--- src/rtl/core/iax_pkg.sv ---
// Package for the indexed array list: sizes, command and status codes,
// and the operation bundle broadcast from the control to the cell row.
// No dependencies.
`default_nettype none

package iax_pkg;

    // List capacity and derived widths
    localparam int CAPACITY   = 256;
    localparam int DATA_W     = 32;
    localparam int POS_W      = 9;
    localparam int OUT_CNT_W  = 9;
    localparam int CNT_W      = $clog2(CAPACITY + 1);
    localparam int CMP_W      = (CNT_W > POS_W) ? CNT_W : POS_W;

    // Read gather tree: groups of cells ORed into registers
    localparam int GROUP_SIZE = 16;
    localparam int NUM_GROUPS = (CAPACITY + GROUP_SIZE - 1) / GROUP_SIZE;

    // Stream packing
    localparam int IN_TDATA_W  = 48;
    localparam int OUT_TDATA_W = 48;

    typedef enum logic [1:0] {
        CMD_APPEND = 2'd0,
        CMD_INSERT = 2'd1,
        CMD_ERASE  = 2'd2,
        CMD_READ   = 2'd3
    } cmd_t;

    typedef enum logic [1:0] {
        STATUS_OK     = 2'd0,
        STATUS_FULL   = 2'd1,
        STATUS_BADIDX = 2'd2
    } status_t;

    // One operation as seen by every cell in the row
    typedef struct packed {
        logic              ins;    // store value at pos, move later entries up
        logic              era;    // drop entry at pos, move later entries down
        logic [CMP_W-1:0]  pos;    // target index (count for append)
        logic [DATA_W-1:0] value;
    } op_t;

endpackage

`default_nettype wire

--- src/rtl/core/iax_cell.sv ---
// One storage cell of the indexed array list row: holds a single entry and
// trades it with its neighbors on insert and erase. Depends on iax_pkg.
`default_nettype none

module iax_cell (
    input  wire logic                        clk,
    input  wire iax_pkg::op_t                op,
    input  wire logic [iax_pkg::CMP_W-1:0]   idx,
    input  wire logic [iax_pkg::DATA_W-1:0]  left,
    input  wire logic [iax_pkg::DATA_W-1:0]  right,
    output logic      [iax_pkg::DATA_W-1:0]  word,
    output logic      [iax_pkg::DATA_W-1:0]  pick
);

    logic [iax_pkg::DATA_W-1:0] data_reg;
    logic [iax_pkg::DATA_W-1:0] data_next;
    logic                       hit;

    assign hit = (idx == op.pos);

    // Choose load, shift up, shift down or hold
    always_comb
    begin
        data_next = data_reg;
        if (op.ins && hit)
        begin
            data_next = op.value;
        end
        else if (op.ins && (idx > op.pos))
        begin
            data_next = left;
        end
        else if (op.era && (idx >= op.pos))
        begin
            data_next = right;
        end
    end

    // Hold the entry
    always_ff @(posedge clk)
    begin
        data_reg <= data_next;
    end

    assign word = data_reg;

    // Offer the entry to the read tree when addressed
    assign pick = hit ? data_reg : '0;

endmodule

`default_nettype wire

--- config.mk ---
export PLATFORM = sky130hd
export DESIGN_NAME = iax_cell
export DESIGN_NICKNAME = d
export VERILOG_FILES = /design/src/rtl/core/iax_pkg.sv /design/src/rtl/core/iax_cell.sv
export SDC_FILE = /design/constraint.sdc
export NUM_CORES = 1
export LEC_CHECK = 0
export CAP_MARGIN = 30
export CORE_AREA = 2 2 69 71
export CTS_BUF_LIST = sky130_fd_sc_hd__clkbuf_4 sky130_fd_sc_hd__clkbuf_8
export DETAILED_ROUTE_END_ITERATION = 16
export DIE_AREA = 0 0 71 73
export DONT_BUFFER_PORTS = 1
export PLACE_DENSITY = 0.66
export SYNTH_ARGS = -nofsm -noshare
export SYNTH_HDL_FRONTEND = slang
export SYNTH_SLANG_ARGS = --single-unit
--- constraint.sdc ---
create_clock -name clk -period 2.9 [get_ports clk]
set_clock_uncertainty 0.05 [all_clocks]
set_input_delay 0 -clock clk [delete_from_list [all_inputs] [get_ports clk]]
set_output_delay 0 -clock clk [all_outputs]
set_load 0.01 [all_outputs]
==> run summary <==
Starting DRT DRC Count = 83
Hold crit path type = input pin to flop
Synth Area in Compound Gates = 30.45%
Fin util = 64.44%
Layout area overhead = 35.73%
Largest net degree at the start of global routing = 34
Fmax = 388.2 MHz
Reg clk slew, reported paths = 0.07 ns
Yosys reg bits = 32
P_leak = 1.116 nW
Sequential area share after synthesis = 44.63%
Core box area = 0.004536 mm^2
Row cnt = 25
Max VDD drop = 0.2841 mV
Req. time, crit path = 2.87 ns
Pwr Density = 463.1 mW/mm^2
Post-CTS Hold Fix Bufs = 64
First-pass GRT wire length = 9660 um
Final Hold Fails = 0
Slew headroom = 50.86%
Post-synth cell types = 25
Cts bufs inserted = 5
Vias per std cell = 6.538
Max FFs per register = 32
Worst setup EP type = flop
Routed WL per cell = 21.94 um
Max_cap viols = 0
Post-route DRC = 0
TritonCTS clock tree = yes
Die Area = 0.005183 mm^2
Final setup TNS = 0 ns
Initial antenna violation count = 0
Outcome = finished, final reports clean
DP HPWL = 4265 um
Sink Count = 32
Syn nets = 308
Mux cell area share after synthesis = 0%
Most frequent cells in the layout = 64 x dlygate4sd3_1, 32 x a22o_1, 32 x and2_1, 32 x edfxtp_1, 30 x a221o_1
Largest family of logic cells by synthesized area = compound AO/OA/AOI/OAI gates
Syn Area/Cell = 11.83 um^2
# diodes = 0
CTS Root Cell = clkbuf_8
Total GRT Usage = 23.95%
Die Span X = 71 um
Layout cell share with drive strength beyond 1 = 8.571%
Crit Path Max Fanout = 17
Maximum clock insertion buffer count = 2
Post-Syn Instances = 182
First-pass detailed-route iteration total = 4
Final #Nets = 370
# resized after CTS = 0
Final Setup Violations = 0
Final GP Congestion = 0.7933
Via Count = 1,955
I/O pin total = 181
RSZ-0062 raised after global routing = no
XOR/XNOR Fraction of Synth Area = 0%
H-tree Lvls = 2
Max Slew Vio Count = 0
Simple-Gate Fraction of Synth Area = 13.95%
Yosys warning total = 0
Pre-CTS setup slack = 0.5725 ns
Critical path arrival = 2.55 ns
DRT antenna net count = 0
Starting Density = 47.48%
Total Wirelength = 6561 um
Total gr overflow = 0
Worst Tran Pin Value = 0.7371 ns
CP Class = input pin to flop
Syn Std Cell Area = 0.002153 mm^2
Setup bufs post-CTS = 0
Adder-cell share of the synthesized area = 5.230%
Final worst slack = 0.3237 ns
Port-buffer cells = 0
Fin crit period = 2.576 ns
Die outline height = 73 um
Crit start category = input pin
Vias in the first global route = 1,962
Final worst path period share = 88.84%
Commonest non-fill, non-tap cell in the layout = dlygate4sd3_1
-- through the flow --
stage | hold slack [ns] | std cells | area [um^2] | power [mW]
floorplan | 0.1641 | 182 | 2156 | 0.8492
global placement | 0.1665 | 227 | 2195 | 0.8932
detailed placement | 0.1685 | 227 | 2195 | 0.9045
CTS | 0.3029 | 299 | 2923 | 1.356
global route | 0.3113 | 299 | 2923 | 1.412
finish | 0.3065 | 299 | 2923 | 1.353
-- path summary, 6_finish.rpt --
kind | startpoint | endpoint | slack (ns) | depth (start not counted)
max | op[34] | word[19] | 0.32 | 9
min | op[41] | word[31] | 0.31 | 3
-- area by class of cell --
type | instances | area [um^2]
timing repair buffer | 70 | 685.7
clock buffer | 7 | 83.83
inverter | 11 | 41.29
fill | 339 | 1613
sequential | 32 | 960.9
clock inverter | 1 | 3.754
tap | 54 | 67.56
multi-input combinational | 124 | 1080
-- power by group --
group	total (mW)	switching, mW	internal, mW
Combinational	0.320	0.132	0.188
Sequential	0.694	0.0828	0.612
Clock	0.339	0.154	0.186
-- metal layers --
layer / up-vias / share of wire (%) / routed length [um] / track usage [%]
li1: 869 / - / - / -
met1: 918 / 36 / 2394 / 26.93
met2: 149 / 52 / 3424 / 43.41
met3: 19 / 8.8 / 575 / 5.525
met4: 0 / 2.5 / 167 / 10.48
met5: - / 0 / 0 / 0
-- Yosys cell counts --
master / number / area [um^2]
a211oi_1: 1 / 7.510
a21o_1: 2 / 15.01
a21oi_1: 2 / 10.01
a21oi_2: 1 / 8.760
a221o_1: 30 / 300.3
a221o_2: 2 / 22.52
a22o_1: 32 / 280.3
and2_1: 32 / 200.2
buf_2: 3 / 15.01
buf_6: 3 / 33.78
clkbuf_1: 9 / 33.78
clkinv_1: 1 / 3.750
edfxtp_1: 32 / 960.9
ha_1: 9 / 112.6
inv_1: 10 / 37.54
nand2_1: 1 / 3.750
nand3_1: 1 / 5.000
nand4_1: 1 / 6.260
nand4_4: 1 / 21.27
nor2_1: 4 / 15.01
nor3_1: 1 / 5.000
nor3_2: 1 / 10.01
nor4_2: 1 / 12.51
nor4_4: 1 / 21.27
o41a_1: 1 / 11.26
-- critical path, cell delays in order --
cell,delay [ns]
inv_1,0.02
ha_1,0.30
a21o_1,0.16
nand3_1,0.08
a21oi_2,0.08
o41a_1,0.70
buf_4,0.32
a221o_1,0.31
dlygate4sd3_1,0.57
-- cells by family after synthesis --
family,after synthesis
buffers and inverters,26
adders and majority gates,9
DFF,32
AOI/OAI and AO/OA,71
and+or+nand+nor,44
Power figures use the tool's default switching activity.
